File: config.mk
export PLATFORM = sky130hd
export DESIGN_NAME = mouse_click_and_move_ticker
export DESIGN_NICKNAME = d
export VERILOG_FILES = /design/src/mcmt_pkg.sv /design/src/mouse_click_and_move_ticker.sv /design/src/mcmt_state.sv /design/src/mcmt_scale.sv
export VERILOG_INCLUDE_DIRS = /design/src /design/src/src
export SDC_FILE = /design/constraint.sdc
export NUM_CORES = 1
export LEC_CHECK = 0
export ABC_AREA = 1
export BUFFER_PORTS_ARGS = -buffer_cell sky130_fd_sc_hd__buf_2
export CAP_MARGIN = 5
export CELL_PAD_IN_SITES_DETAIL_PLACEMENT = 1
export CELL_PAD_IN_SITES_GLOBAL_PLACEMENT = 2
export CORE_UTILIZATION = 39
export CTS_BUF_LIST = sky130_fd_sc_hd__clkbuf_16
export CTS_CLUSTER_SIZE = 30
export DETAILED_ROUTE_END_ITERATION = 10
export GPL_TIMING_DRIVEN = 0
export PLACE_DENSITY = 0.95
export RECOVER_POWER = 25
export SETUP_SLACK_MARGIN = 0.05
export SLEW_MARGIN = 20
export SYNTH_ARGS = -nofsm -noshare
export SYNTH_HDL_FRONTEND = slang
export SYNTH_SLANG_ARGS = --single-unit
File: constraint.sdc
create_clock -name i_clk -period 13.1 [get_ports i_clk]
set_input_delay 1.965 -clock i_clk [delete_from_list [all_inputs] [get_ports i_clk]]
set_output_delay 1.965 -clock i_clk [all_outputs]
set_load 0.01 [all_outputs]
File: src/mouse_click_and_move_ticker_assert.svh
// ----------------------------------------------------------------------------
// mouse click and move ticker assertion macros
// shared concurrent assertion forms, clocked on i_clk, off during reset
// ----------------------------------------------------------------------------
`ifndef MOUSE_CLICK_AND_MOVE_TICKER_ASSERT_SVH
`define MOUSE_CLICK_AND_MOVE_TICKER_ASSERT_SVH

// property that must hold at every clock edge out of reset
`define MCMT_ASSERT_ALWAYS(label, prop, msg) \
    label: assert property (@(posedge i_clk) disable iff (!i_rst_n) (prop)) \
        else $error(msg);

// implication, consequent checked at the following edge
`define MCMT_ASSERT_NEXT(label, ante, cons, msg) \
    label: assert property (@(posedge i_clk) disable iff (!i_rst_n) \
        (ante) |=> (cons)) else $error(msg);

`endif

File: src/mcmt_pkg.sv
// ----------------------------------------------------------------------------
// mcmt_pkg
// shared types, codes and defaults of the mouse click and move ticker
// ----------------------------------------------------------------------------
package mcmt_pkg;

    // default build values
    localparam int DEF_AUTO_CLICK_TICKS = 8;
    localparam int DEF_MOVE_PRESCALE    = 4;
    localparam int DEF_ACCEL_STEPS      = 16;

    // fixed field widths
    localparam int MOVE_W  = 8;
    localparam int CLICK_W = 8;
    localparam int DWELL_W = 16;
    localparam int TIME_W  = 32;
    localparam int DBL_W   = 10;

    // reset value of click_time
    localparam logic [CLICK_W-1:0] CLICK_TIME_RST = 8'd8;

    // button bit positions
    localparam int BTN_LEFT   = 0;
    localparam int BTN_MIDDLE = 1;
    localparam int BTN_RIGHT  = 2;

    // configuration register indexes
    typedef enum logic [0:0] {
        CFG_CLICK_TIME = 1'b0,
        CFG_AUTODWELL  = 1'b1
    } t_cfg_idx;

    // single click request codes
    typedef enum logic [1:0] {
        REQ_NONE   = 2'd0,
        REQ_LEFT   = 2'd1,
        REQ_RIGHT  = 2'd2,
        REQ_MIDDLE = 2'd3
    } t_click_req;

    // button status reported with each result
    typedef struct packed {
        logic [2:0] down;
        logic [2:0] changed;
    } t_btn_status;

endpackage

File: src/mouse_click_and_move_ticker.sv
// ----------------------------------------------------------------------------
// mouse_click_and_move_ticker
// per-tick mouse emulation: click timers, double click, autodwell, move ramp
// ----------------------------------------------------------------------------
// Every accepted item is one update tick and gives exactly one result item.
// The block takes one item per clock while o_stall is low and runs as a
// three-stage pipeline: an input register, a state stage that applies the
// tick to the timers, ramps and button levels and forms |move| * ramp, and a
// result stage that divides by ACCEL_STEPS with a constant reciprocal
// multiply. Results show on o_valid. The pipeline keeps moving while any
// stage has room, so a stalled result does not block items behind it until
// all three stages are full. Configuration (click_time, autodwell_ms) is
// written through i_cfg_we; the user must write it only while no item is in
// flight, and the block itself does not enforce this.
// ----------------------------------------------------------------------------
module mouse_click_and_move_ticker
    import mcmt_pkg::*;
#(
    parameter int AUTO_CLICK_TICKS = DEF_AUTO_CLICK_TICKS,
    parameter int MOVE_PRESCALE    = DEF_MOVE_PRESCALE,
    parameter int ACCEL_STEPS      = DEF_ACCEL_STEPS
) (
    input  logic                     i_clk,
    input  logic                     i_rst_n,

    // configuration write port
    input  logic                     i_cfg_we,
    input  logic [0:0]               i_cfg_idx,
    input  logic [DWELL_W-1:0]       i_cfg_data,

    // tick input channel
    input  logic                     i_valid,
    output logic                     o_stall,
    input  logic [TIME_W-1:0]        i_now_ms,
    input  logic signed [MOVE_W-1:0] i_move_x,
    input  logic signed [MOVE_W-1:0] i_move_y,
    input  logic                     i_restart_dwell,
    input  logic [1:0]               i_click_request,
    input  logic                     i_double_request,

    // result channel
    output logic                     o_valid,
    input  logic                     i_stall,
    output logic                     o_move_valid,
    output logic signed [MOVE_W-1:0] o_move_dx,
    output logic signed [MOVE_W-1:0] o_move_dy,
    output logic                     o_left_down,
    output logic                     o_middle_down,
    output logic                     o_right_down,
    output logic                     o_left_changed,
    output logic                     o_middle_changed,
    output logic                     o_right_changed
);

    localparam int RAMP_W = $clog2(ACCEL_STEPS + 1);
    localparam int PROD_W = MOVE_W + RAMP_W;

    // configuration registers
    logic [CLICK_W-1:0] r_click_time;
    logic [DWELL_W-1:0] r_autodwell_ms;

    // pipeline occupancy, one bit per stage
    logic r_v1, r_v2, r_v3;
    logic en1, en2, en3;
    logic accept, adv, load3;

    // input register
    logic [TIME_W-1:0]        r_now_ms;
    logic signed [MOVE_W-1:0] r_move_x;
    logic signed [MOVE_W-1:0] r_move_y;
    logic                     r_restart_dwell;
    logic [1:0]               r_click_request;
    logic                     r_double_request;

    // state stage to result stage
    logic              s2_mv_valid;
    logic              s2_neg_x, s2_neg_y;
    logic [PROD_W-1:0] s2_mag_x, s2_mag_y;
    t_btn_status       s2_btn;
    t_btn_status       s3_btn;

    // a stage may load when it is empty or its content moves on this cycle
    assign en3     = !r_v3 || !i_stall;
    assign en2     = !r_v2 || en3;
    assign en1     = !r_v1 || en2;
    assign o_stall = !en1;
    assign accept  = i_valid && en1;
    // the tick is applied to the state when it leaves the input register
    assign adv     = r_v1 && en2;
    assign load3   = r_v2 && en3;

    always_ff @(posedge i_clk) begin
        if (!i_rst_n) begin
            r_v1 <= 1'b0;
            r_v2 <= 1'b0;
            r_v3 <= 1'b0;
        end else begin
            if (en1) r_v1 <= i_valid;
            if (en2) r_v2 <= r_v1;
            if (en3) r_v3 <= r_v2;
        end
    end

    always_ff @(posedge i_clk) begin
        if (accept) begin
            r_now_ms         <= i_now_ms;
            r_move_x         <= i_move_x;
            r_move_y         <= i_move_y;
            r_restart_dwell  <= i_restart_dwell;
            r_click_request  <= i_click_request;
            r_double_request <= i_double_request;
        end
    end

    // configuration writes, upper data bits ignored for click_time
    always_ff @(posedge i_clk) begin
        if (!i_rst_n) begin
            r_click_time   <= CLICK_TIME_RST;
            r_autodwell_ms <= '0;
        end else if (i_cfg_we) begin
            case (t_cfg_idx'(i_cfg_idx))
                CFG_CLICK_TIME: r_click_time   <= i_cfg_data[CLICK_W-1:0];
                CFG_AUTODWELL:  r_autodwell_ms <= i_cfg_data;
                default: ;
            endcase
        end
    end

    mcmt_state #(
        .AUTO_CLICK_TICKS (AUTO_CLICK_TICKS),
        .MOVE_PRESCALE    (MOVE_PRESCALE),
        .ACCEL_STEPS      (ACCEL_STEPS)
    ) u_state (
        .i_clk            (i_clk),
        .i_rst_n          (i_rst_n),
        .i_adv            (adv),
        .i_click_time     (r_click_time),
        .i_autodwell_ms   (r_autodwell_ms),
        .i_now_ms         (r_now_ms),
        .i_move_x         (r_move_x),
        .i_move_y         (r_move_y),
        .i_restart_dwell  (r_restart_dwell),
        .i_click_request  (r_click_request),
        .i_double_request (r_double_request),
        .o_mv_valid       (s2_mv_valid),
        .o_neg_x          (s2_neg_x),
        .o_mag_x          (s2_mag_x),
        .o_neg_y          (s2_neg_y),
        .o_mag_y          (s2_mag_y),
        .o_btn            (s2_btn)
    );

    mcmt_scale #(
        .ACCEL_STEPS (ACCEL_STEPS)
    ) u_scale (
        .i_clk        (i_clk),
        .i_load       (load3),
        .i_mv_valid   (s2_mv_valid),
        .i_neg_x      (s2_neg_x),
        .i_mag_x      (s2_mag_x),
        .i_neg_y      (s2_neg_y),
        .i_mag_y      (s2_mag_y),
        .i_btn        (s2_btn),
        .o_move_valid (o_move_valid),
        .o_move_dx    (o_move_dx),
        .o_move_dy    (o_move_dy),
        .o_btn        (s3_btn)
    );

    assign o_valid          = r_v3;
    assign o_left_down      = s3_btn.down[BTN_LEFT];
    assign o_middle_down    = s3_btn.down[BTN_MIDDLE];
    assign o_right_down     = s3_btn.down[BTN_RIGHT];
    assign o_left_changed   = s3_btn.changed[BTN_LEFT];
    assign o_middle_changed = s3_btn.changed[BTN_MIDDLE];
    assign o_right_changed  = s3_btn.changed[BTN_RIGHT];

endmodule

File: src/mcmt_state.sv
// ----------------------------------------------------------------------------
// mcmt_state
// tick state update: dwell, click timers, double click, move ramps
// ----------------------------------------------------------------------------
module mcmt_state
    import mcmt_pkg::*;
#(
    parameter int AUTO_CLICK_TICKS = DEF_AUTO_CLICK_TICKS,
    parameter int MOVE_PRESCALE    = DEF_MOVE_PRESCALE,
    parameter int ACCEL_STEPS      = DEF_ACCEL_STEPS,
    localparam int RAMP_W          = $clog2(ACCEL_STEPS + 1),
    localparam int PROD_W          = MOVE_W + RAMP_W
) (
    input  logic                     i_clk,
    input  logic                     i_rst_n,
    input  logic                     i_adv,
    input  logic [CLICK_W-1:0]       i_click_time,
    input  logic [DWELL_W-1:0]       i_autodwell_ms,
    input  logic [TIME_W-1:0]        i_now_ms,
    input  logic signed [MOVE_W-1:0] i_move_x,
    input  logic signed [MOVE_W-1:0] i_move_y,
    input  logic                     i_restart_dwell,
    input  logic [1:0]               i_click_request,
    input  logic                     i_double_request,
    output logic                     o_mv_valid,
    output logic                     o_neg_x,
    output logic [PROD_W-1:0]        o_mag_x,
    output logic                     o_neg_y,
    output logic [PROD_W-1:0]        o_mag_y,
    output t_btn_status              o_btn
);

    localparam int PRE_W = (MOVE_PRESCALE > 1) ? $clog2(MOVE_PRESCALE) : 1;
    localparam int DBL_MAX = 3 * ((1 << CLICK_W) - 1);

    logic [RAMP_W-1:0]  r_ramp_x, n_ramp_x;
    logic [RAMP_W-1:0]  r_ramp_y, n_ramp_y;
    logic [PRE_W-1:0]   r_pre_cnt, n_pre_cnt;
    logic [CLICK_W-1:0] r_left_tmr, n_left_tmr;
    logic [CLICK_W-1:0] r_right_tmr, n_right_tmr;
    logic [CLICK_W-1:0] r_mid_tmr, n_mid_tmr;
    logic [DBL_W-1:0]   r_dbl_tmr, n_dbl_tmr;
    logic [2:0]         r_levels, n_levels;
    logic [TIME_W-1:0]  r_dwell_start, n_dwell_start;
    logic               r_armed, n_armed;

    logic               r_mv_valid, n_mv_valid;
    logic               r_neg_x, r_neg_y;
    logic [PROD_W-1:0]  r_mag_x, n_mag_x;
    logic [PROD_W-1:0]  r_mag_y, n_mag_y;
    t_btn_status        r_btn;

    logic [TIME_W-1:0]  dwell_elapsed;
    logic               dwell_fire;
    logic               any_move;
    logic [MOVE_W-1:0]  abs_x, abs_y;

    // magnitude of -128 is 128, still fits unsigned
    assign abs_x = i_move_x[MOVE_W-1] ? MOVE_W'(-i_move_x) : MOVE_W'(i_move_x);
    assign abs_y = i_move_y[MOVE_W-1] ? MOVE_W'(-i_move_y) : MOVE_W'(i_move_y);
    assign any_move = (i_move_x != '0) || (i_move_y != '0);

    always_comb begin
        n_ramp_x      = r_ramp_x;
        n_ramp_y      = r_ramp_y;
        n_pre_cnt     = r_pre_cnt;
        n_left_tmr    = r_left_tmr;
        n_right_tmr   = r_right_tmr;
        n_mid_tmr     = r_mid_tmr;
        n_dbl_tmr     = r_dbl_tmr;
        n_levels      = r_levels;
        n_dwell_start = r_dwell_start;
        n_armed       = r_armed;
        n_mv_valid    = 1'b0;

        // requests
        if (i_restart_dwell) begin
            n_dwell_start = i_now_ms;
            n_armed       = 1'b1;
        end
        case (t_click_req'(i_click_request))
            REQ_LEFT: begin
                n_levels[BTN_LEFT] = 1'b1;
                n_left_tmr         = i_click_time;
            end
            REQ_RIGHT: begin
                n_levels[BTN_RIGHT] = 1'b1;
                n_right_tmr         = i_click_time;
            end
            REQ_MIDDLE: begin
                n_levels[BTN_MIDDLE] = 1'b1;
                n_mid_tmr            = i_click_time;
            end
            default: ;
        endcase
        if (i_double_request) begin
            n_levels[BTN_LEFT] = 1'b1;
            n_dbl_tmr = {2'b00, i_click_time} + {1'b0, i_click_time, 1'b0};
        end

        // autodwell, wrapping elapsed time
        dwell_elapsed = i_now_ms - n_dwell_start;
        dwell_fire    = (i_autodwell_ms != '0) && n_armed &&
                        (dwell_elapsed >= {{(TIME_W-DWELL_W){1'b0}}, i_autodwell_ms});
        if (dwell_fire) begin
            n_levels[BTN_LEFT] = 1'b1;
            n_left_tmr         = CLICK_W'(AUTO_CLICK_TICKS);
            n_armed            = 1'b0;
        end

        // move ramp and prescaler
        if (i_move_x == '0) n_ramp_x = '0;
        if (i_move_y == '0) n_ramp_y = '0;
        if (any_move) begin
            n_mv_valid = (r_pre_cnt == '0);
            n_pre_cnt  = (r_pre_cnt == PRE_W'(MOVE_PRESCALE - 1)) ? '0
                                                                  : r_pre_cnt + 1'b1;
            if (n_mv_valid) begin
                if ((i_move_x != '0) && (n_ramp_x < RAMP_W'(ACCEL_STEPS)))
                    n_ramp_x = n_ramp_x + 1'b1;
                if ((i_move_y != '0) && (n_ramp_y < RAMP_W'(ACCEL_STEPS)))
                    n_ramp_y = n_ramp_y + 1'b1;
            end
        end
        n_mag_x = PROD_W'(abs_x) * PROD_W'(n_ramp_x);
        n_mag_y = PROD_W'(abs_y) * PROD_W'(n_ramp_y);

        // single click timers
        if (n_left_tmr != '0) begin
            n_left_tmr = n_left_tmr - 1'b1;
            if (n_left_tmr == '0) n_levels[BTN_LEFT] = 1'b0;
        end
        if (n_right_tmr != '0) begin
            n_right_tmr = n_right_tmr - 1'b1;
            if (n_right_tmr == '0) n_levels[BTN_RIGHT] = 1'b0;
        end
        if (n_mid_tmr != '0) begin
            n_mid_tmr = n_mid_tmr - 1'b1;
            if (n_mid_tmr == '0) n_levels[BTN_MIDDLE] = 1'b0;
        end

        // double click: up at two click times, down at one, up at zero
        if (n_dbl_tmr != '0) begin
            n_dbl_tmr = n_dbl_tmr - 1'b1;
            if (n_dbl_tmr == {1'b0, i_click_time, 1'b0})
                n_levels[BTN_LEFT] = 1'b0;
            else if (n_dbl_tmr == {2'b00, i_click_time})
                n_levels[BTN_LEFT] = 1'b1;
            else if (n_dbl_tmr == '0)
                n_levels[BTN_LEFT] = 1'b0;
        end
    end

    always_ff @(posedge i_clk) begin
        if (!i_rst_n) begin
            r_ramp_x      <= '0;
            r_ramp_y      <= '0;
            r_pre_cnt     <= '0;
            r_left_tmr    <= '0;
            r_right_tmr   <= '0;
            r_mid_tmr     <= '0;
            r_dbl_tmr     <= '0;
            r_levels      <= '0;
            r_dwell_start <= '0;
            r_armed       <= 1'b0;
        end else if (i_adv) begin
            r_ramp_x      <= n_ramp_x;
            r_ramp_y      <= n_ramp_y;
            r_pre_cnt     <= n_pre_cnt;
            r_left_tmr    <= n_left_tmr;
            r_right_tmr   <= n_right_tmr;
            r_mid_tmr     <= n_mid_tmr;
            r_dbl_tmr     <= n_dbl_tmr;
            r_levels      <= n_levels;
            r_dwell_start <= n_dwell_start;
            r_armed       <= n_armed;
        end
    end

    always_ff @(posedge i_clk) begin
        if (i_adv) begin
            r_mv_valid    <= n_mv_valid;
            r_neg_x       <= i_move_x[MOVE_W-1];
            r_neg_y       <= i_move_y[MOVE_W-1];
            r_mag_x       <= n_mag_x;
            r_mag_y       <= n_mag_y;
            r_btn.down    <= n_levels;
            r_btn.changed <= n_levels ^ r_levels;
        end
    end

    assign o_mv_valid = r_mv_valid;
    assign o_neg_x    = r_neg_x;
    assign o_neg_y    = r_neg_y;
    assign o_mag_x    = r_mag_x;
    assign o_mag_y    = r_mag_y;
    assign o_btn      = r_btn;

`include "mouse_click_and_move_ticker_assert.svh"

    `MCMT_ASSERT_ALWAYS(a_ramp_bound,
        (r_ramp_x <= RAMP_W'(ACCEL_STEPS)) && (r_ramp_y <= RAMP_W'(ACCEL_STEPS)),
        "ramp above accel steps")
    `MCMT_ASSERT_ALWAYS(a_pre_bound, r_pre_cnt <= PRE_W'(MOVE_PRESCALE - 1),
        "prescale count out of range")
    `MCMT_ASSERT_ALWAYS(a_dbl_bound, r_dbl_tmr <= DBL_W'(DBL_MAX),
        "double click timer above three click times")
    `MCMT_ASSERT_NEXT(a_move_ramp, i_adv && n_mv_valid,
        (r_ramp_x != '0) || (r_ramp_y != '0), "move emitted with idle ramps")
    `MCMT_ASSERT_NEXT(a_changed, i_adv,
        r_btn.changed == (r_levels ^ $past(r_levels)), "change flags disagree with levels")

endmodule

File: src/mcmt_scale.sv
// ----------------------------------------------------------------------------
// mcmt_scale
// move scaling by reciprocal multiply and result register
// ----------------------------------------------------------------------------
module mcmt_scale
    import mcmt_pkg::*;
#(
    parameter int ACCEL_STEPS = DEF_ACCEL_STEPS,
    localparam int RAMP_W     = $clog2(ACCEL_STEPS + 1),
    localparam int PROD_W     = MOVE_W + RAMP_W
) (
    input  logic                     i_clk,
    input  logic                     i_load,
    input  logic                     i_mv_valid,
    input  logic                     i_neg_x,
    input  logic [PROD_W-1:0]        i_mag_x,
    input  logic                     i_neg_y,
    input  logic [PROD_W-1:0]        i_mag_y,
    input  t_btn_status              i_btn,
    output logic                     o_move_valid,
    output logic signed [MOVE_W-1:0] o_move_dx,
    output logic signed [MOVE_W-1:0] o_move_dy,
    output t_btn_status              o_btn
);

    // floor(m / steps) == (m * ceil(2^k / steps)) >> k for all m < 2^PROD_W
    localparam int DIV_L   = $clog2(ACCEL_STEPS);
    localparam int DIV_K   = PROD_W + DIV_L;
    localparam int RECIP_W = DIV_K + 1;
    localparam int RECIP   = ((1 << DIV_K) + ACCEL_STEPS - 1) / ACCEL_STEPS;
    localparam int MUL_W   = PROD_W + RECIP_W;
    localparam logic [RECIP_W-1:0] RECIP_V = RECIP_W'(RECIP);

    logic [MUL_W-1:0]  prod_x, prod_y;
    logic [MOVE_W-1:0] q_x, q_y;
    logic [MOVE_W-1:0] n_dx, n_dy;

    logic              r_move_valid;
    logic [MOVE_W-1:0] r_dx, r_dy;
    t_btn_status       r_btn;

    assign prod_x = MUL_W'(i_mag_x) * MUL_W'(RECIP_V);
    assign prod_y = MUL_W'(i_mag_y) * MUL_W'(RECIP_V);
    assign q_x    = prod_x[DIV_K +: MOVE_W];
    assign q_y    = prod_y[DIV_K +: MOVE_W];

    // sign applied after the unsigned quotient, so it truncates toward zero
    always_comb begin
        n_dx = '0;
        n_dy = '0;
        if (i_mv_valid) begin
            n_dx = i_neg_x ? MOVE_W'(MOVE_W'(0) - q_x) : q_x;
            n_dy = i_neg_y ? MOVE_W'(MOVE_W'(0) - q_y) : q_y;
        end
    end

    always_ff @(posedge i_clk) begin
        if (i_load) begin
            r_move_valid <= i_mv_valid;
            r_dx         <= n_dx;
            r_dy         <= n_dy;
            r_btn        <= i_btn;
        end
    end

    assign o_move_valid = r_move_valid;
    assign o_move_dx    = r_dx;
    assign o_move_dy    = r_dy;
    assign o_btn        = r_btn;

endmodule
==> flow_summary.toml, run 1 <==
[die]
coreArea_um2 = 37600
die-height_um = 197
io_pins = 99
die_x_um = 197
initial_utilization_pct = 39.5
rows = 71
die_area_um2 = 38900

[drt]
postRouteAntennaNets = 0
route.detailed.vias_per_inst = 4.99
dr_total_vias = 13181
dr.first_iter.drc_count = 488
drt-pass1-iter-count = 5
wl_cell_um = 16.3
finalWirelength_um = 43100
post-route-drc-count = 0

[critical_path]
critPathSlowestCell = "sky130_fd_sc_hd__clkbuf_1"
largest_fanout_of_any_net_on_the_critical_path = 10
worstPathArrival_ps = 6680
cp_slowest_stage_delay_ps = 820
setup.worst_path.end_class = "register"
cp_startpoint_kind = "register"
path_class = "register to register"
cp_common_cell = "sky130_fd_sc_hd__nand2_1"
critPathRequiredTime_ps = 13400

[logic_synthesis]
number_of_enable_type_register_cells_in_the_synthesized_netlist = 100
yosysWarnings = 0
seq_total_area_yosys_pct = 34.9
synth_async_sr_flop_share_pct = 0
syn_avg_cell_area_um2 = 7.48
yosysMostFrequentCell = "sky130_fd_sc_hd__nand2_1"
synth_top_area_cell = "sky130_fd_sc_hd__edfxtp_1"
synth_commonest_cells = "sky130_fd_sc_hd__nand2_1 (501), sky130_fd_sc_hd__inv_1 (345), sky130_fd_sc_hd__nor2_1 (183), sky130_fd_sc_hd__a21oi_1 (127), sky130_fd_sc_hd__ha_1 (112)"
post_synth_inst_count = 1985
synth_top_area_share_pct = 20.2
synth-main-ff-cell = "sky130_fd_sc_hd__dfxtp_1"
synthDistinctLibCells = 57
ys_seq_elements = 209
post_synthesis_instance_area_um2 = 14900
ys_top_cells_by_area = "sky130_fd_sc_hd__edfxtp_1 (20%), sky130_fd_sc_hd__dfxtp_1 (15%), sky130_fd_sc_hd__nand2_1 (13%), sky130_fd_sc_hd__ha_1 (9.4%), sky130_fd_sc_hd__inv_1 (8.7%)"
synth_fp_nets = 2205

[sta]
timing.final.hold_violations = 0
final_min_period_over_clock_period_pct = 48.7
clock-skew-final_ps = 18.5
rsz0062_at_grt = "no"
report.final.setup_viol = 0
slew_headroom_pct = 9.29
min_period_ps = 6380
timing.fmax_mhz = 157
timing_worst_slew_pin_value_ps = 1360
timing.setup.tns_ps = 0
final_max_slew_viol_count = 0
hold_slack_ps = 419

[flow_run]
max_cap_violations = 0

[clocking]
numClockSinks = 209
cts_setup_buffers = 0
cts_buffers = 25
clk_path_buf_depth = 3
clock_insertion_delay_worst_skew_ps = 550
tritoncts_clock_tree = "built"
cts_max_level = 1
post_cts_repair_resize_count = 0
hold_buffers = 0
clkSlewWorstSetupHoldPaths_ps = 60
cts.root.buffer_cell = "sky130_fd_sc_hd__clkbuf_16"

[status]
run_status = "completed"

[power]
peakVddDrop_v = 0.000114
cellLeakagePower_nw = 8.26
cell_internal_pwr_mw = 1.30
switchingPower_mw = 0.671
combPwrFrac_pct = 28.1
power-per-cell-area_nw_per_um2 = 117
clock_power_share_pct = 32.9
share_seq_of_total_power_pct = 39.0
swShare_pct = 34.1

[global_route]
grt_start_max_net_pins = 28
initial_antenna_violation_count = 0
grt_pass1_vias = 13615
wire_length_of_the_first_global_routing_pass_um = 68300
global_routing_usage_summed_across_all_routing_layers_pct = 22.2
grt_overflow_total = 0

[placement]
portBuffers = 98
gpl.final_weighted_congestion = 0.872
place.detailed.hpwl_um = 34400

[hold_path]
hold_path.class = "register to register"

[layout]
layout-drive-gt1-share_pct = 8.49
antenna-diode-count = 0
final_core_util_pct = 44.8
layout-area-overhead-vs-synth_pct = 13.2
n_fill_cell = 4738
nets = 2334
final timing paths:
check                                       from               end  slack (ps)  cells past startpoint
worst max-delay path             r_restart_dwell  u_state.o_btn[0]        6720                     35
worst min-delay path            u_state.o_btn[4]  u_scale.o_btn[4]         420                      0
worst max register to register   r_restart_dwell  u_state.o_btn[0]        6720                     35
worst min register to register  u_state.o_btn[4]  u_scale.o_btn[4]         420                      0
metal layers:
metal	vias to the layer above	track usage, %	part of all wire (%)
met3	53	2.19	3.0
met2	168	41.2	51
met4	0	6.80	2.4
li1	6627	-	-
met1	6333	26.7	44
met5	-	0	0
registers in the layout (all words and copies together) (netlist names), 2 cells and up:
signal,cells
r_autodwell_ms,16
r_click_request,2
r_click_time,8
r_move_x,8
r_move_y,8
r_now_ms,32
u_scale.o_btn,6
u_scale.o_move_dx,8
u_scale.o_move_dy,8
u_state.o_btn,6
u_state.o_mag_x,8
u_state.o_mag_y,8
u_state.r_dbl_tmr,10
u_state.r_dwell_start,32
u_state.r_left_tmr,8
u_state.r_levels,3
u_state.r_mid_tmr,8
u_state.r_pre_cnt,2
u_state.r_ramp_x,5
u_state.r_ramp_y,5
u_state.r_right_tmr,8
power by group through the flow:
stage,clock network [mW],logic (mW),registers [mW]
floorplan,0,0.401,0.772
global placement,0,0.524,0.780
detailed placement,0,0.556,0.781
CTS,0.667,0.560,0.768
global route,0.685,0.633,0.773
finish,0.648,0.554,0.768
final cells by class:
type	count	area (um^2)	area share [%]
Multi-Input combinational cell	1384	8200	48.8
Sequential cell	209	5180	30.8
Inverter	352	1320	7.86
Tap cell	511	639	3.80
Clock buffer	25	626	3.72
Timing Repair Buffer	102	564	3.36
Buffer	40	161	0.960
Clock inverter	21	121	0.722
through the flow:
| stage | instances | worst slack, ps | total power, mW | cell area [um^2] |
|---|---|---|---|---|
| floorplan | 1985 | 7980 | 1.17 | 14900 |
| global placement | 2594 | 6480 | 1.30 | 16000 |
| detailed placement | 2598 | 6730 | 1.34 | 16100 |
| CTS | 2644 | 6670 | 1.99 | 16900 |
| global route | 2644 | 6250 | 2.09 | 16800 |
| finish | 2644 | 6720 | 1.97 | 16800 |
critical path, delay by kind of cell (launching register included):
family | cells | cell delay, ps
DFF | 1 | 320
xor gates and xnor gates | 1 | 240
AOI/OAI and AO/OA | 3 | 520
adders and majority gates | 3 | 1030
buffers and inverters | 5 | 1760
and+or+nand+nor | 23 | 2240
kinds of logic after synthesis:
logic type / share of synthesized area, %
and+or+nand+nor: 23.7
adders and majority gates: 14.0
AOI/OAI and AO/OA: 10.9
muxes: 1.95
DFF: 34.9
xor gates and xnor gates: 4.53
buffers and inverters: 9.97
cell usage in the layout, fill, tap and decap left out, drive strengths merged, types with 2 or more instances in the layout:
cell type,instances
o21bai,5
a21o,2
mux2i,29
xor2,63
nor3,24
a211oi,32
clkbuf,65
edfxtp,100
nand4,20
o221ai,2
nand3b,5
inv,360
a41oi,3
xnor2,13
buf,102
or2,11
fa,34
a31o,2
nand3,72
nor2,189
o31ai,3
o21ai,97
ha,112
dfxtp,109
a21oi,130
nand2,510
o211ai,3
clkinv,12
o21a,2
and3,5
nor4,7
No activity file was read; power rests on OpenSTA's default activity.
==> run 2: changes to the inputs <==
Settings changed: ABC_AREA 1 to 0, PLACE_DENSITY 0.95 to 0.93.
Clock period 13.1 ns to 6.3 ns, I/O delays scaled along.
==> flow_summary.toml, run 2 <==
[logic_synthesis]
synth_fp_nets = 1842
post_synth_inst_count = 1622
synth_async_sr_flop_share_pct = 0
ys_seq_elements = 209
ys_top_cells_by_area = "sky130_fd_sc_hd__edfxtp_1 (20%), sky130_fd_sc_hd__dfxtp_1 (15%), sky130_fd_sc_hd__ha_1 (9.4%), sky130_fd_sc_hd__nand2_1 (5.9%), sky130_fd_sc_hd__mux2i_1 (4.6%)"
synth_commonest_cells = "sky130_fd_sc_hd__nand2_1 (236), sky130_fd_sc_hd__ha_1 (112), sky130_fd_sc_hd__dfxtp_1 (109), sky130_fd_sc_hd__edfxtp_1 (100), sky130_fd_sc_hd__inv_1 (95)"
number_of_enable_type_register_cells_in_the_synthesized_netlist = 100
yosysMostFrequentCell = "sky130_fd_sc_hd__nand2_1"
synth-main-ff-cell = "sky130_fd_sc_hd__dfxtp_1"
post_synthesis_instance_area_um2 = 14900
syn_avg_cell_area_um2 = 9.18
yosysWarnings = 0
synth_top_area_cell = "sky130_fd_sc_hd__edfxtp_1"
seq_total_area_yosys_pct = 34.8
synth_top_area_share_pct = 20.2
synthDistinctLibCells = 77

[clocking]
clkSlewWorstSetupHoldPaths_ps = 60
tritoncts_clock_tree = "built"
clock_insertion_delay_worst_skew_ps = 560
clk_path_buf_depth = 3
cts_max_level = 1
cts_buffers = 26
cts.root.buffer_cell = "sky130_fd_sc_hd__clkbuf_16"
numClockSinks = 209

[layout]
layout-area-overhead-vs-synth_pct = 19.7
nets = 2010
final_common_cell = "sky130_fd_sc_hd__nand2_1"
n_fill_cell = 4294
antenna-diode-count = 0
layout-drive-gt1-share_pct = 15.9
finalInstanceArea_um2 = 17800
final_core_util_pct = 47.5
layout_common_cells = "sky130_fd_sc_hd__nand2_1 (232), sky130_fd_sc_hd__dfxtp_1 (109), sky130_fd_sc_hd__ha_1 (104)"
biggestRegsByFlops = "r_now_ms x32, u_state.r_dwell_start x32, r_autodwell_ms x16"

[die]
io_pins = 99
initial_utilization_pct = 39.6
die_area_um2 = 39000
coreArea_um2 = 37600
rows = 71
die-height_um = 197
die_x_um = 197

[critical_path]
critPathRequiredTime_ps = 6590
worst_r2r_startpoint = "r_restart_dwell"
worstSetupStartpoint = "r_restart_dwell"
largest_fanout_of_any_net_on_the_critical_path = 10
setup_slack_of_the_most_critical_reg_to_reg_path_ps = -120
path_class = "register to register"
worstPathArrival_ps = 6720
worstReg2RegEnd = "u_state.o_btn[0]"
critPathSlowestCell = "sky130_fd_sc_hd__edfxtp_1"
timing.reg2reg.worst_path_depth = 29
setup.worst_path.end_class = "register"
cp_slowest_stage_delay_ps = 410
timing.critical_path.to = "u_state.o_btn[0]"
cp_startpoint_kind = "register"

[sta]
report.final.setup_viol = 2
timing.final.hold_violations = 0
hold_slack_ps = 420
rsz0062_at_grt = "yes"
setup_slack_ps = -123
slew_headroom_pct = -123
final_min_period_over_clock_period_pct = 102
min_period_ps = 6420
timing_worst_slew_pin_value_ps = 3320
clock-skew-final_ps = 13.1
final_max_slew_viol_count = 24
timing.fmax_mhz = 156

[global_route]
wire_length_of_the_first_global_routing_pass_um = 66700
initial_antenna_violation_count = 0
global_routing_usage_summed_across_all_routing_layers_pct = 21.3
grt_pass1_vias = 13080
grt_overflow_total = 0
grt_start_max_net_pins = 24

[hold_path]
timing.hold.worst.start = "u_state.o_btn[2]"
hold_path.class = "register to register"

[placement]
placed_cell_area_um2 = 16100
gpl.final_weighted_congestion = 0.873
place.detailed.hpwl_um = 31400
post-place-ws_ps = -1380
portBuffers = 97

[drt]
dr.first_iter.drc_count = 465
drt-pass1-iter-count = 5
route.detailed.vias_per_inst = 5.45
post-route-drc-count = 0
dr_total_vias = 12642
finalWirelength_um = 42200
wl_cell_um = 18.2
postRouteAntennaNets = 0

[power]
cellLeakagePower_nw = 7.69
fin_total_pwr_mw = 4.47
power-per-cell-area_nw_per_um2 = 251
peakVddDrop_v = 0.000234

[status]
failing_checks = "max-capacitance violations, max-slew violations, negative setup slack"
run_status = "complete, but fails checks"

[flow_run]
max_cap_violations = 1
[run 2: cell count changes after synthesis, moves of 17 or more]
cell                       delta
sky130_fd_sc_hd__nand2_1    -265
sky130_fd_sc_hd__inv_1      -250
sky130_fd_sc_hd__nor2_1      -97
sky130_fd_sc_hd__xnor2_1     +62
sky130_fd_sc_hd__a21oi_1     -57
sky130_fd_sc_hd__o21ai_0     -45
sky130_fd_sc_hd__a21boi_0    +43
sky130_fd_sc_hd__nand3_1     -41
sky130_fd_sc_hd__mux2i_1     +40
sky130_fd_sc_hd__nor2b_1     +40
sky130_fd_sc_hd__and2_1      +39
sky130_fd_sc_hd__o211a_1     +36
sky130_fd_sc_hd__nand2b_1    +20
sky130_fd_sc_hd__a211oi_1    -17
[run 2: critical path, delay by kind of cell, from the launching register on]
kind	cells	cell delay, ps
simple gates	8	1170
fa+ha+maj	3	700
xor+xnor	1	140
flops	1	410
compound gates	13	2840
mux	2	550
buf+inv	2	340
[run 2: what timing repair did]
item	in CTS	in global routing
gates resized for setup	85	37
pin swaps	26	10
buffers inserted	22	18
endpoints found under the setup margin	21	9
hold buffers	0	0
[run 2: stage by stage]
| stage | std cells | setup TNS, ps |
|---|---|---|
| after detailed placement | 2233 | -12260 |
| after global routing | 2321 | -966 |
| after CTS | 2303 | -102 |
| after global placement | 2230 | -9230 |
| final | 2321 | -179 |
| after floorplan | 1622 | 0 |
[run 2: logic make-up (layout without fill, tap and decap cells)]
kind of cell             Yosys count  after routing  synth area share [%]
AND/OR/NAND/NOR                  579            579                  19.1
AO/OA/AOI/OAI                    328            328                  15.7
flip-flops                       209            209                  34.8
buffers and inverters            163            351                  4.18
adder cells (fa/ha/maj)          146            146                  14.0
XOR/XNOR                         123            123                  7.23
multiplexers                      74             74                  5.02
[run 2: area by class of cell]
cell class | count | area (um^2) | area share, %
clock buffer | 29 | 726 | 4.07
buffer | 67 | 344 | 1.93
clock inverter | 19 | 95.1 | 0.533
timing repair buffer | 140 | 873 | 4.90
multi-input combinational | 1250 | 9610 | 53.9
sequential | 209 | 5180 | 29.1
inverter | 96 | 360 | 2.02
tap | 511 | 639 | 3.59
[run 2: worst min-delay path by stage]
stage / to / slack (ps) / depth (start not counted)
CTS: u_scale.o_btn[2] / 420 / 0
detailed placement: u_scale.o_btn[2] / 410 / 0
finish: u_scale.o_btn[2] / 420 / 0
floorplan: u_scale.o_btn[0] / 400 / 0
global placement: u_scale.o_btn[2] / 410 / 0
global route: u_scale.o_btn[2] / 440 / 0
[run 2: metal layers]
metal,up-vias,wire [um],track usage (%)
li1,6078,-,-
met1,6281,18300,25.6
met2,205,21400,39.3
met3,78,1300,2.54
met4,0,1230,6.92
met5,-,0,0
[run 2: power by group]
group | leakage [nW] | internal, mW | switching [mW]
clock network | 0.420 | 0.821 | 0.611
logic | 5.42 | 0.606 | 0.834
registers | 1.85 | 1.53 | 0.0753
total | 7.69 | 2.95 | 1.52
==> run 3: changes to the inputs <==
Settings changed: MAX_ROUTING_LAYER from default to met4, SKIP_LAST_GASP from default to 1.
==> flow_summary.toml, run 3 (synthesis results as in run 2) <==
[die]
rows = 71
initial_utilization_pct = 39.6
die-height_um = 197
die_x_um = 197
coreArea_um2 = 37600
io_pins = 99
die_area_um2 = 39000

[layout]
final_core_util_pct = 47.4
layout_common_cells = "sky130_fd_sc_hd__nand2_1 (232), sky130_fd_sc_hd__dfxtp_1 (109), sky130_fd_sc_hd__ha_1 (104)"
nets = 2010
antenna-diode-count = 0
layout-drive-gt1-share_pct = 15.9
layout-area-overhead-vs-synth_pct = 19.7
n_fill_cell = 4292
biggestRegsByFlops = "r_now_ms x32, u_state.r_dwell_start x32, r_autodwell_ms x16"
final_common_cell = "sky130_fd_sc_hd__nand2_1"

[critical_path]
path_buf_inv = 3
cp_slowest_stage_delay_ps = 440
setup_slack_of_the_most_critical_reg_to_reg_path_ps = -150
timing.reg2reg.worst_path_depth = 30
critical_path_cell_count = 30
worstSetupStartpoint = "r_restart_dwell"
critPathSlowestCell = "sky130_fd_sc_hd__edfxtp_1"
cp_startpoint_kind = "register"
setup.worst_path.end_class = "register"
largest_fanout_of_any_net_on_the_critical_path = 7
worstPathArrival_ps = 6750
worst_r2r_startpoint = "r_restart_dwell"
critPathRequiredTime_ps = 6590
cpLargestDelayFamily = "compound AO/OA/AOI/OAI gates"
worstReg2RegEnd = "u_state.o_btn[0]"
path_class = "register to register"
timing.critical_path.to = "u_state.o_btn[0]"

[hold_path]
hold_path.class = "register to register"

[drt]
finalWirelength_um = 42400
route.detailed.vias_per_inst = 5.44
postRouteAntennaNets = 0
dr_total_vias = 12628
wl_cell_um = 18.3
post-route-drc-count = 0
dr.first_iter.drc_count = 479
drt-pass1-iter-count = 7

[sta]
final_min_period_over_clock_period_pct = 102
timing.fmax_mhz = 155
slew_headroom_pct = -123
min_period_ps = 6450
timing.final.hold_violations = 0
rsz0062_at_grt = "yes"
report.final.setup_viol = 3
clock-skew-final_ps = 14.4
timing.setup.tns_ps = -274
setup_slack_ps = -154
timing_worst_slew_pin_value_ps = 3320
final_max_slew_viol_count = 24

[global_route]
initial_antenna_violation_count = 0
wire_length_of_the_first_global_routing_pass_um = 66600
grt_pass1_vias = 13080
grt_start_max_net_pins = 24
grt_overflow_total = 0
global_routing_usage_summed_across_all_routing_layers_pct = 22.0

[placement]
place.detailed.hpwl_um = 31400
portBuffers = 97
gpl.final_weighted_congestion = 0.888

[clocking]
clock_insertion_delay_worst_skew_ps = 560
cts_buffers = 26
numClockSinks = 209
cts.root.buffer_cell = "sky130_fd_sc_hd__clkbuf_16"
tritoncts_clock_tree = "built"
cts_max_level = 1
clkSlewWorstSetupHoldPaths_ps = 60
clk_path_buf_depth = 3
hold_buffers = 0

[status]
failing_checks = "max-capacitance violations, max-slew violations, negative setup slack"
run_status = "complete, but fails checks"

[power]
peakVddDrop_v = 0.000234
power-per-cell-area_nw_per_um2 = 251
cellLeakagePower_nw = 7.68

[flow_run]
max_cap_violations = 1
[run 3: through the flow]
| stage | cell area, um^2 | total power [mW] | hold slack (ps) | cells | setup WS, ps |
|---|---|---|---|---|---|
| after floorplan | 14900 | 2.54 | 400 | 1622 | 72.0 |
| after global placement | 16000 | 2.82 | 406 | 2230 | -1220 |
| after detailed placement | 16100 | 2.88 | 410 | 2233 | -1380 |
| after CTS | 17600 | 4.44 | 423 | 2303 | -102 |
| after global routing | 17800 | 4.71 | 438 | 2321 | -353 |
| final | 17800 | 4.47 | 422 | 2321 | -154 |
[run 3: layer usage]
metal  track usage [%]  wire [um]  up-vias
li1                  -          -     6077
met1              25.6      18300     6252
met2              39.3      21500      216
met3              2.53       1370       83
met4              6.92       1240        0
met5                 -          0        -
[run 3: worst min-delay path by stage]
| stage | startpoint | endpoint | slack (ps) | cells past startpoint |
|---|---|---|---|---|
| floorplan | u_state.o_btn[0] | u_scale.o_btn[0] | 400 | 0 |
| global placement | u_state.o_btn[2] | u_scale.o_btn[2] | 410 | 0 |
| detailed placement | u_state.o_btn[2] | u_scale.o_btn[2] | 410 | 0 |
| CTS | u_state.o_btn[2] | u_scale.o_btn[2] | 420 | 0 |
| global route | u_state.o_btn[2] | u_scale.o_btn[2] | 440 | 0 |
| finish | u_state.o_btn[2] | u_scale.o_btn[2] | 420 | 0 |
[run 3: cell type report]
type | instances | area [um^2] | share of cell area [%]
Multi-Input combinational cell | 1250 | 9610 | 53.9
Sequential cell | 209 | 5180 | 29.1
Timing Repair Buffer | 140 | 866 | 4.86
Clock buffer | 29 | 726 | 4.07
Tap cell | 511 | 639 | 3.59
Inverter | 96 | 360 | 2.02
Buffer | 67 | 344 | 1.93
Clock inverter | 19 | 95.1 | 0.533
[run 3: report_power, final]
group	internal, mW	switching, mW	leakage, nW
Clock	0.821	0.608	0.420
Combinational	0.606	0.838	5.41
Sequential	1.53	0.0757	1.85
[run 3: repair_timing]
action | in CTS | in global routing
cloned | 0 | 0
resized for setup | 85 | 35
pin swaps | 26 | 10
buffers inserted | 22 | 18
setup endpoints to repair | 21 | 9
